`src/design/bcd_pkg.sv`:
```
package bcd_pkg;

    localparam int WORD_W = 32;
    localparam int ACTION_W = 3;
    localparam int CAP_W = 5;
    localparam int FILL_W = 5;

    // reset capacity before limiting to the built depth
    localparam int CAP_RESET_VALUE = 16;

    localparam logic [ACTION_W-1:0] ACT_QUERY      = 3'd0;
    localparam logic [ACTION_W-1:0] ACT_PUSH_FRONT = 3'd1;
    localparam logic [ACTION_W-1:0] ACT_PUSH_REAR  = 3'd2;
    localparam logic [ACTION_W-1:0] ACT_POP_FRONT  = 3'd3;
    localparam logic [ACTION_W-1:0] ACT_POP_REAR   = 3'd4;

    localparam logic [WORD_W-1:0] EMPTY_WORD = '1;

    typedef struct packed {
        logic [ACTION_W-1:0]      action;
        logic signed [WORD_W-1:0] value;
    } cmd_t;

    typedef struct packed {
        logic                     ok;
        logic signed [WORD_W-1:0] front_word;
        logic signed [WORD_W-1:0] rear_word;
        logic                     empty_flag;
        logic                     full_flag;
        logic [FILL_W-1:0]        fill_count;
    } result_t;

    // one operation broadcast to every cell of the row
    typedef struct packed {
        logic clear;
        logic shift_right;
        logic shift_left;
        logic push_rear;
        logic pop_rear;
    } cell_ctrl_t;

endpackage

```
`src/design/bcd_cell.sv`:
```
module bcd_cell
(
    input  logic                          clk,
    input  logic                          rst_n,
    input  bcd_pkg::cell_ctrl_t           ctrl,
    input  logic [bcd_pkg::WORD_W-1:0]    push_word,
    input  logic [bcd_pkg::WORD_W-1:0]    left_word,
    input  logic                          left_valid,
    input  logic [bcd_pkg::WORD_W-1:0]    right_word,
    input  logic                          right_valid,
    output logic [bcd_pkg::WORD_W-1:0]    word,
    output logic                          valid,
    output logic                          is_rear
);

    logic [bcd_pkg::WORD_W-1:0] word_reg;
    logic [bcd_pkg::WORD_W-1:0] word_next;
    logic                       valid_reg;
    logic                       valid_next;

    always_comb
    begin
        word_next  = word_reg;
        valid_next = valid_reg;
        if (ctrl.clear)
        begin
            valid_next = 1'b0;
        end
        else if (ctrl.shift_right)
        begin
            word_next  = left_word;
            valid_next = left_valid;
        end
        else if (ctrl.shift_left)
        begin
            word_next  = right_word;
            valid_next = right_valid;
        end
        else if (ctrl.push_rear)
        begin
            // first free cell takes the word
            if (!valid_reg && left_valid)
            begin
                word_next  = push_word;
                valid_next = 1'b1;
            end
        end
        else if (ctrl.pop_rear)
        begin
            if (valid_reg && !right_valid)
            begin
                valid_next = 1'b0;
            end
        end
    end

    always_ff @(posedge clk or negedge rst_n)
    begin
        if (!rst_n)
        begin
            valid_reg <= 1'b0;
        end
        else
        begin
            valid_reg <= valid_next;
        end
    end

    always_ff @(posedge clk)
    begin
        word_reg <= word_next;
    end

    assign word    = word_reg;
    assign valid   = valid_reg;
    assign is_rear = valid_reg && !right_valid;

endmodule

```
`src/design/bounded_circular_deque.sv`:
```
// channel   | handshake                     | payload
// ----------+-------------------------------+----------------------------------
// command   | start in, busy out            | cmd (action, value)
// result    | done out, one-cycle strobe    | result (ok, words, flags, count)
// config    | cfg_valid in, cfg_ready out   | cfg_data (capacity)
//
// for every item, the accepting edge updates the cell row, and
// the next cycle shows the result with done high while busy holds off start
// the result is read from the updated row, so it can only show after that
// edge; reset empties the deque and loads the default capacity
// results cannot be stalled: done is high for exactly one cycle per item
module bounded_circular_deque
#(
    parameter int DEPTH = 16
)
(
    input  logic                          clk,
    input  logic                          rst_n,
    input  logic                          start,
    input  bcd_pkg::cmd_t                 cmd,
    output logic                          busy,
    output logic                          done,
    output bcd_pkg::result_t              result,
    input  logic                          cfg_valid,
    output logic                          cfg_ready,
    input  logic [bcd_pkg::CAP_W-1:0]     cfg_data
);

    // count must hold the depth itself
    localparam int CNT_W = $clog2(DEPTH + 1);
    localparam int CAP_RESET =
        (DEPTH < bcd_pkg::CAP_RESET_VALUE) ? DEPTH : bcd_pkg::CAP_RESET_VALUE;

    // sequencer states
    localparam logic ST_IDLE   = 1'b0;
    localparam logic ST_REPORT = 1'b1;

    logic                        state_reg;
    logic                        state_next;
    logic [CNT_W-1:0]            count_reg;
    logic [CNT_W-1:0]            count_next;
    logic [CNT_W-1:0]            cap_reg;
    logic [CNT_W-1:0]            cap_next;
    logic                        ok_reg;
    logic                        ok_next;

    logic                        accept;
    logic                        cfg_write;
    logic                        is_full;
    logic                        is_empty;
    bcd_pkg::cell_ctrl_t         ctrl;

    logic [bcd_pkg::WORD_W-1:0]  cell_word [DEPTH];
    logic [DEPTH-1:0]            cell_valid;
    logic [DEPTH-1:0]            cell_rear;
    logic [bcd_pkg::WORD_W-1:0]  rear_sel;

    assign busy      = (state_reg == ST_REPORT);
    // a command offered at start goes first, the capacity write waits
    assign cfg_ready = (state_reg == ST_IDLE) && !start;
    assign accept    = start && !busy;
    assign cfg_write = cfg_valid && cfg_ready;

    assign is_full  = (count_reg >= cap_reg);
    assign is_empty = (count_reg == '0);

    // decode the operation; failed pushes and pops leave the row alone
    always_comb
    begin
        ctrl       = '0;
        ok_next    = ok_reg;
        count_next = count_reg;
        if (cfg_write)
        begin
            ctrl.clear = 1'b1;
            count_next = '0;
        end
        else if (accept)
        begin
            ok_next = 1'b0;
            case (cmd.action)
                bcd_pkg::ACT_QUERY:
                begin
                    ok_next = 1'b1;
                end
                bcd_pkg::ACT_PUSH_FRONT:
                begin
                    if (!is_full)
                    begin
                        ctrl.shift_right = 1'b1;
                        count_next       = count_reg + 1'b1;
                        ok_next          = 1'b1;
                    end
                end
                bcd_pkg::ACT_PUSH_REAR:
                begin
                    if (!is_full)
                    begin
                        ctrl.push_rear = 1'b1;
                        count_next     = count_reg + 1'b1;
                        ok_next        = 1'b1;
                    end
                end
                bcd_pkg::ACT_POP_FRONT:
                begin
                    if (!is_empty)
                    begin
                        ctrl.shift_left = 1'b1;
                        count_next      = count_reg - 1'b1;
                        ok_next         = 1'b1;
                    end
                end
                bcd_pkg::ACT_POP_REAR:
                begin
                    if (!is_empty)
                    begin
                        ctrl.pop_rear = 1'b1;
                        count_next    = count_reg - 1'b1;
                        ok_next       = 1'b1;
                    end
                end
                default:
                begin
                    ok_next = 1'b0;
                end
            endcase
        end
    end

    // capacity is held between one and the built depth
    always_comb
    begin
        cap_next = cap_reg;
        if (cfg_write)
        begin
            if (cfg_data == '0)
            begin
                cap_next = CNT_W'(1);
            end
            else if (32'(cfg_data) > 32'(DEPTH))
            begin
                cap_next = CNT_W'(DEPTH);
            end
            else
            begin
                cap_next = CNT_W'(cfg_data);
            end
        end
    end

    always_comb
    begin
        state_next = state_reg;
        case (state_reg)
            ST_IDLE:
            begin
                if (accept)
                begin
                    state_next = ST_REPORT;
                end
            end
            ST_REPORT:
            begin
                state_next = ST_IDLE;
            end
            default:
            begin
                state_next = ST_IDLE;
            end
        endcase
    end

    always_ff @(posedge clk or negedge rst_n)
    begin
        if (!rst_n)
        begin
            state_reg <= ST_IDLE;
            count_reg <= '0;
            cap_reg   <= CNT_W'(CAP_RESET);
            ok_reg    <= 1'b0;
        end
        else
        begin
            state_reg <= state_next;
            count_reg <= count_next;
            cap_reg   <= cap_next;
            ok_reg    <= ok_next;
        end
    end

    // row of cells: cell 0 holds the front, valid cells are packed from 0
    for (genvar i = 0; i < DEPTH; i++)
    begin : g_cell
        logic [bcd_pkg::WORD_W-1:0] left_word;
        logic                       left_valid;
        logic [bcd_pkg::WORD_W-1:0] right_word;
        logic                       right_valid;

        if (i == 0)
        begin : g_first
            // a front push enters here
            assign left_word  = cmd.value;
            assign left_valid = 1'b1;
        end
        else
        begin : g_inner_left
            assign left_word  = cell_word[i-1];
            assign left_valid = cell_valid[i-1];
        end

        if (i == DEPTH - 1)
        begin : g_last
            assign right_word  = cmd.value;
            assign right_valid = 1'b0;
        end
        else
        begin : g_inner_right
            assign right_word  = cell_word[i+1];
            assign right_valid = cell_valid[i+1];
        end

        bcd_cell u_cell
        (
            .clk         (clk),
            .rst_n       (rst_n),
            .ctrl        (ctrl),
            .push_word   (cmd.value),
            .left_word   (left_word),
            .left_valid  (left_valid),
            .right_word  (right_word),
            .right_valid (right_valid),
            .word        (cell_word[i]),
            .valid       (cell_valid[i]),
            .is_rear     (cell_rear[i])
        );
    end

    // at most one cell flags itself as the rear
    always_comb
    begin
        rear_sel = '0;
        for (int i = 0; i < DEPTH; i++)
        begin
            rear_sel = rear_sel | (cell_word[i] & {bcd_pkg::WORD_W{cell_rear[i]}});
        end
    end

    // result shown from the updated row during the report cycle
    assign done = (state_reg == ST_REPORT);

    always_comb
    begin
        result.ok         = ok_reg;
        result.empty_flag = is_empty;
        result.full_flag  = is_full;
        result.fill_count = bcd_pkg::FILL_W'(count_reg);
        if (is_empty)
        begin
            result.front_word = bcd_pkg::EMPTY_WORD;
            result.rear_word  = bcd_pkg::EMPTY_WORD;
        end
        else
        begin
            result.front_word = cell_word[0];
            result.rear_word  = rear_sel;
        end
    end

endmodule

```
`config.mk`:
```
export PLATFORM = sky130hd
export DESIGN_NAME = bounded_circular_deque
export DESIGN_NICKNAME = d
export VERILOG_FILES = /design/src/design/bcd_pkg.sv /design/src/design/bcd_cell.sv /design/src/design/bounded_circular_deque.sv
export SDC_FILE = /design/constraint.sdc
export NUM_CORES = 1
export LEC_CHECK = 0
export BUFFER_PORTS_ARGS = -buffer_cell sky130_fd_sc_hd__buf_2
export CAP_MARGIN = 20
export CORE_MARGIN = 2
export CORE_UTILIZATION = 55
export DETAILED_ROUTE_END_ITERATION = 8
export PLACE_DENSITY = 0.72
export SLEW_MARGIN = 20
export SYNTH_ARGS = -nofsm -noshare
export SYNTH_HDL_FRONTEND = slang
export SYNTH_SLANG_ARGS = --single-unit
```
`constraint.sdc`:
```
create_clock -name clk -period 9.3 [get_ports clk]
set_clock_uncertainty 0.05 [all_clocks]
set_input_delay 1.86 -clock clk [delete_from_list [all_inputs] [get_ports clk]]
set_output_delay 1.86 -clock clk [all_outputs]
set_load 0.05 [all_outputs]
```
==> results of run 1 <==
[stage by stage]
step	instances	power [mW]	hold WS (ns)
after floorplan	1935	4.566	0.4026
after global placement	2479	5.132	0.4237
after detailed placement	2479	5.162	0.4256
after CTS	2581	7.387	0.4388
after global routing	2581	7.614	0.4631
final	2581	7.396	0.4380
[layout by cell type (no fill, tap or decap), types with 9 or more instances in the layout]
| master | instances |
|---|---|
| edfxtp_1 | 512 |
| a221o_1 | 448 |
| a221oi_1 | 126 |
| buf_2 | 118 |
| a22o_1 | 110 |
| nand2_1 | 109 |
| clkbuf_16 | 56 |
| buf_4 | 44 |
| nand3_1 | 37 |
| nand2b_1 | 35 |
| a22oi_1 | 34 |
| mux2_2 | 32 |
| and3_1 | 31 |
| and2_4 | 29 |
| dfrtp_1 | 26 |
| nor2_1 | 23 |
| nor3_1 | 17 |
| nor2_4 | 17 |
| nor2b_4 | 15 |
| o31ai_1 | 15 |
| a21o_1 | 15 |
| clkinv_1 | 13 |
| o21ai_0 | 12 |
| clkbuf_1 | 11 |
| inv_1 | 9 |
[area by class of cell]
cell class	instances	area (sq um)	share of cell area, %
clock buffer	67	1443	4.915
clock inverter	35	361.6	1.232
inverter	10	37.54	0.1279
multi-input combinational	1151	9721	33.12
sequential	540	16080	54.78
tap	615	769.5	2.622
timing repair buffer	163	940.9	3.206
[worst max-delay path: stages, from the launching register on]
cell,delay (ns)
dfrtp_1,0.45
nor3_1,0.25
nand2_2,0.07
buf_4,0.32
inv_2,0.95
a221oi_1,0.13
nand3_1,0.25
buf_2,0.31
[routing by layer]
layer  GRT usage [%]  part of all wire, %  vias up
met1           46.89                   36    10146
met4           14.63                  5.1        0
met5               0                    0        -
li1                -                    -     8368
met3           8.308                   14      315
met2           50.18                   44     1849
[cells by family after synthesis]
| logic type | count (synthesis) | share of synthesized area, % |
|---|---|---|
| mux | 33 | 1.385 |
| fa+ha+maj | 9 | 0.4493 |
| flops | 540 | 60.13 |
| xor+xnor | 4 | 0.1310 |
| buf+inv | 244 | 4.488 |
| simple gates | 333 | 6.538 |
| compound gates | 772 | 26.87 |
[path summary, 6_finish.rpt]
path,start,to,slack (ns),cells past startpoint
max,count_reg[1]$_DFFE_PN0P_,result[38],3.99,7
min,cap_reg[0]$_DFFE_PN0P_,cap_reg[0]$_DFFE_PN0P_,0.44,2
max reg2reg,count_reg[0]$_DFFE_PN0P_,g_cell[1].u_cell.word[3]$_DFFE_PP_,4.52,9
min reg2reg,cap_reg[0]$_DFFE_PN0P_,cap_reg[0]$_DFFE_PN0P_,0.44,2
max in group asynchronous,rst_n,g_cell[15].u_cell.valid$_DFFE_PN0P_,7.53,1
min in group asynchronous,rst_n,g_cell[11].u_cell.valid$_DFFE_PN0P_,1.21,1
[where the power goes]
part,internal [mW],switching [mW],total (mW)
Clock,1.28,0.983,2.26
Combinational,0.617,1.65,2.27
Sequential,2.79,0.0725,2.87
==> flow_summary.json, run 1 <==
{
  "fillers": 3631,
  "post_drt_wl_per_cell_um": 33.33,
  "synth.avg_cell_area_sq_um": 13.82,
  "ctsHtreeMaxLevel": 2,
  "ys_seq_area_share_pct": 60.13,
  "slew_viol_final": 0,
  "netlist_area_sq_um": 26730,
  "clkSinkCount": 540,
  "yosys_warnings": 0,
  "worstSetupPathType": "reg -> out",
  "n_antenna_cell": 0,
  "antenna_found_initial": 0,
  "synth_seq_cells": 540,
  "cp-start-kind": "register",
  "drt_pre_antenna_iters": 7,
  "cp_max_fo": 39,
  "synthArstFlopShare_pct": 5.185,
  "syn_inst": 1935,
  "holdBufCountCts": 0,
  "rsz0062_at_grt": "false",
  "hold_viol_final": 0,
  "yosysUniqueCellTypes": 44,
  "num_rows": 80,
  "grt_pass1_vias": 19587,
  "dp_hpwl_mm": 47.58,
  "outcome": "complete, no violations",
  "areaGrowthSynthToFinish_pct": 9.786,
  "fin_tns_setup_ns": 0,
  "p_leak_nw": 10.00,
  "placed_cell_area_sq_um": 27550,
  "grt_pass1_wl_mm": 127.0,
  "cts_resized": 0,
  "grt_use_total_pct": 33.57,
  "die_w_um": 224.5,
  "path_clk_slew_ns": 0.06,
  "vias_per_cell": 8.012,
  "worstSkewPairLatency_ns": 0.63,
  "power_density_nw_per_um2": 252.0,
  "start_util_pct": 55.88,
  "synthTopCellsByArea": "edfxtp_1 58%, a221o_1 17%, a221oi_1 4.1%",
  "fin_ws_ns": 3.992,
  "ant_nets": 0,
  "cts-root-buf": "clkbuf_16",
  "fin_nets": 1975,
  "ios": 119,
  "drt-total-wl_mm": 86.02,
  "timing.final.crit_share_pct": 57.08,
  "worstPathRequired_ns": 7.39,
  "grt_max_degree": 194,
  "finalSetupViolations": 0,
  "cts_tree": "yes",
  "post_cts_buffers": 0,
  "die_y_um": 224.5,
  "worst_pin_slew_ns": 1.201,
  "via_count": 20678,
  "fmaxAchievable_ghz": 0.1884,
  "drtIter0Drc": 4036,
  "fin_area_sq_um": 29350,
  "synth_nets": 1988,
  "clk_path_buf_depth": 3,
  "yosys-top-cells-count": "512 x edfxtp_1, 448 x a221o_1, 144 x clkbuf_1",
  "ys.flop_type": "edfxtp_1",
  "final_util_pct": 61.34,
  "post-place-ws_ns": 3.539,
  "vdd_ir_drop_max_mv": 0.2342,
  "synth_top_cell_by_area": "edfxtp_1",
  "die-area_sq_um": 50390,
  "hp-class": "reg -> reg",
  "drive_gt1_share_pct": 17.50,
  "cts_buffers": 56,
  "fin_crit_ns": 5.308,
  "core-area_sq_um": 47850,
  "largest_reg_flops": 512,
  "drc": 0,
  "numPortBuffers": 118,
  "yosys.cell_count.top_type": "edfxtp_1",
  "cap_violations": 0,
  "overflow": 0,
  "synth_edf_count": 512,
  "place.gp.congestion": 0.8753,
  "crit_arrival_ns": 3.40,
  "slew-limit-headroom_pct": 19.84,
  "synth_top_area_share_pct": 57.51,
  "cp-end-kind": "primary output"
}
(Power assumes the default switching activity.)
==> run 2: changes to the inputs <==
- PLACE_DENSITY: 0.72 -> 0.75
- clock period: 9.3 -> 4.3 ns (I/O delays scaled with it)
==> run 2 against run 1 <==
Critical endpoint is now result[15]; total power increased by 120%; setup slack got worse by 3.6 ns; largest cell class unchanged; sequential share of layout area decreased by 1.0 points; critical path depth unchanged; first-iteration DRC count increased by 5.2%.
==> flow_summary.json, run 2 (synthesized netlist as in run 1, its figures left out) <==
{
  "outcome": "complete, no violations",
  "post-place-ws_ns": 0.8752,
  "cp-end-kind": "primary output",
  "cts-root-buf": "clkbuf_16",
  "final_common_cell": "edfxtp_1",
  "slew_viol_final": 0,
  "numPortBuffers": 118,
  "clk_path_buf_depth": 3,
  "fin_area_sq_um": 29910,
  "fin_ws_ns": 0.3769,
  "timing.final.crit_share_pct": 91.24,
  "num_rows": 80,
  "ant_nets": 0,
  "ctsHtreeMaxLevel": 2,
  "clkSinkCount": 540,
  "place.gp.congestion": 0.9065,
  "overflow": 0,
  "worst_pin_slew_ns": 0.9928,
  "antenna_found_initial": 2,
  "die_y_um": 224.5,
  "p_leak_nw": 10.28,
  "crit_slowest_cell": "nor2b_4",
  "critPathMaxStageDelay_ns": 0.68,
  "final_cell_mix": "512 x edfxtp_1, 448 x a221o_1, 126 x a221oi_1, 118 x buf_2, 110 x a22o_1",
  "grt_use_total_pct": 33.37,
  "die-area_sq_um": 50390,
  "cap_violations": 0,
  "cts_buffers": 55,
  "grt_max_degree": 166,
  "dp_hpwl_mm": 48.70,
  "final_cell_count_no_fill": 2609,
  "fillers": 3566,
  "placed_cell_area_sq_um": 28040,
  "fmaxAchievable_ghz": 0.2549,
  "slew-limit-headroom_pct": 33.65,
  "drtIter0Drc": 4244,
  "r2r_slack_ns": 0.84,
  "finalSetupViolations": 0,
  "largest_reg_flops": 512,
  "holdBufCountCts": 0,
  "cp_top_family": "simple AND/OR/NAND/NOR gates",
  "rsz0062_at_grt": "false",
  "crit_buf_inv": 2,
  "worstSetupPathType": "reg -> out",
  "vias_per_cell": 8.034,
  "final_util_pct": 62.51,
  "grt_pass1_wl_mm": 126.7,
  "post_drt_wl_per_cell_um": 32.77,
  "power.total_mw": 16.30,
  "hold_viol_final": 0,
  "cts_tree": "yes",
  "power_density_nw_per_um2": 545.0,
  "vdd_ir_drop_max_mv": 0.3834,
  "via_count": 20960,
  "path_clk_slew_ns": 0.06,
  "post_cts_buffers": 0,
  "dpl.cell_count": 2510,
  "grt_pass1_vias": 19709,
  "ios": 119,
  "cts_resized": 0,
  "fin_crit_ns": 3.923,
  "drc": 0,
  "crit_chain": "nor2b_4 -> buf_4 -> a22o_1 -> a221oi_1 -> and3_1 -> nand3_1 -> buf_2",
  "worstSkewPairLatency_ns": 0.62,
  "cp_max_fo": 16,
  "hp-class": "in -> async",
  "core-area_sq_um": 47850,
  "crit_arrival_ns": 3.01,
  "areaGrowthSynthToFinish_pct": 11.88,
  "cp-start-kind": "register",
  "drt-total-wl_mm": 85.49,
  "fin_nets": 2005,
  "die_w_um": 224.5,
  "drt_pre_antenna_iters": 9,
  "start_util_pct": 55.88,
  "worstPathRequired_ns": 3.39,
  "drive_gt1_share_pct": 18.97
}
run 2: cell count changes in the layout (fill, tap and decap cells not counted), sizes merged:
cell	previous run	this run
diode	0	1
clkbuf	67	66
buf	163	194
inv	12	10
clkinv	21	20
clkinvlp	6	2
bufinv	6	10
run 2: per-stage QoR:
step	hold WS (ns)	TNS, ns
2_1_floorplan	0.4026	-45.77
3_3_place_gp	0.4315	0
3_5_place_dp	0.4361	0
4_1_cts	0.2297	0
5_1_grt	0.2919	0
6_report	0.2230	0
run 2: per-layer routing:
layer | wire (um) | global-route usage [%]
met1 | 30840 | 46.20
met2 | 37770 | 49.87
met3 | 12340 | 8.269
met4 | 4526 | 15.59
met5 | 7 | 0
run 2: where the power goes:
part	switching, mW	leakage [nW]	total [mW]	internal, mW
clock	2.09	0.914	5.09	3.00
sequential	0.157	4.98	6.20	6.04
combinational	3.62	4.38	5.01	1.39
total	5.87	10.3	16.3	10.4
run 2: area by class of cell:
class | instances | area [sq um] | share of cell area (%)
Sequential cell | 540 | 16080 | 53.75
Multi-Input combinational cell | 1151 | 9721 | 32.50
Clock buffer | 66 | 1460 | 4.882
Timing Repair Buffer | 194 | 1436 | 4.802
Tap cell | 615 | 769.5 | 2.573
Clock inverter | 32 | 405.4 | 1.355
Inverter | 10 | 37.54 | 0.1255
Antenna cell | 1 | 2.502 | 0.008366
run 2: final timing paths:
check                                                      endpoint                           startpoint  cells past startpoint
worst max register to register  g_cell[5].u_cell.word[12]$_DFFE_PP_             count_reg[0]$_DFFE_PN0P_                      9
worst min-delay path                         cap_reg[0]$_DFFE_PN0P_                                rst_n                      1
max in group asynchronous       g_cell[15].u_cell.valid$_DFFE_PN0P_                                rst_n                      1
worst min register to register               cap_reg[0]$_DFFE_PN0P_               cap_reg[0]$_DFFE_PN0P_                      2
worst max-delay path                                     result[15]  g_cell[13].u_cell.valid$_DFFE_PN0P_                      7
min in group clk                             cap_reg[0]$_DFFE_PN0P_                          cfg_data[4]                      2
run 2: worst register-to-register path, cell delays in order, from the launching register on:
cell and delay (ns):
dfrtp_1 0.42, inv_1 0.11, ha_1 0.30, nand2b_4 0.15
a2111oi_4 0.40, o21ai_1 0.22, nor4_4 0.42, nor2_4 0.26
nor2_4 0.59, buf_12 0.24
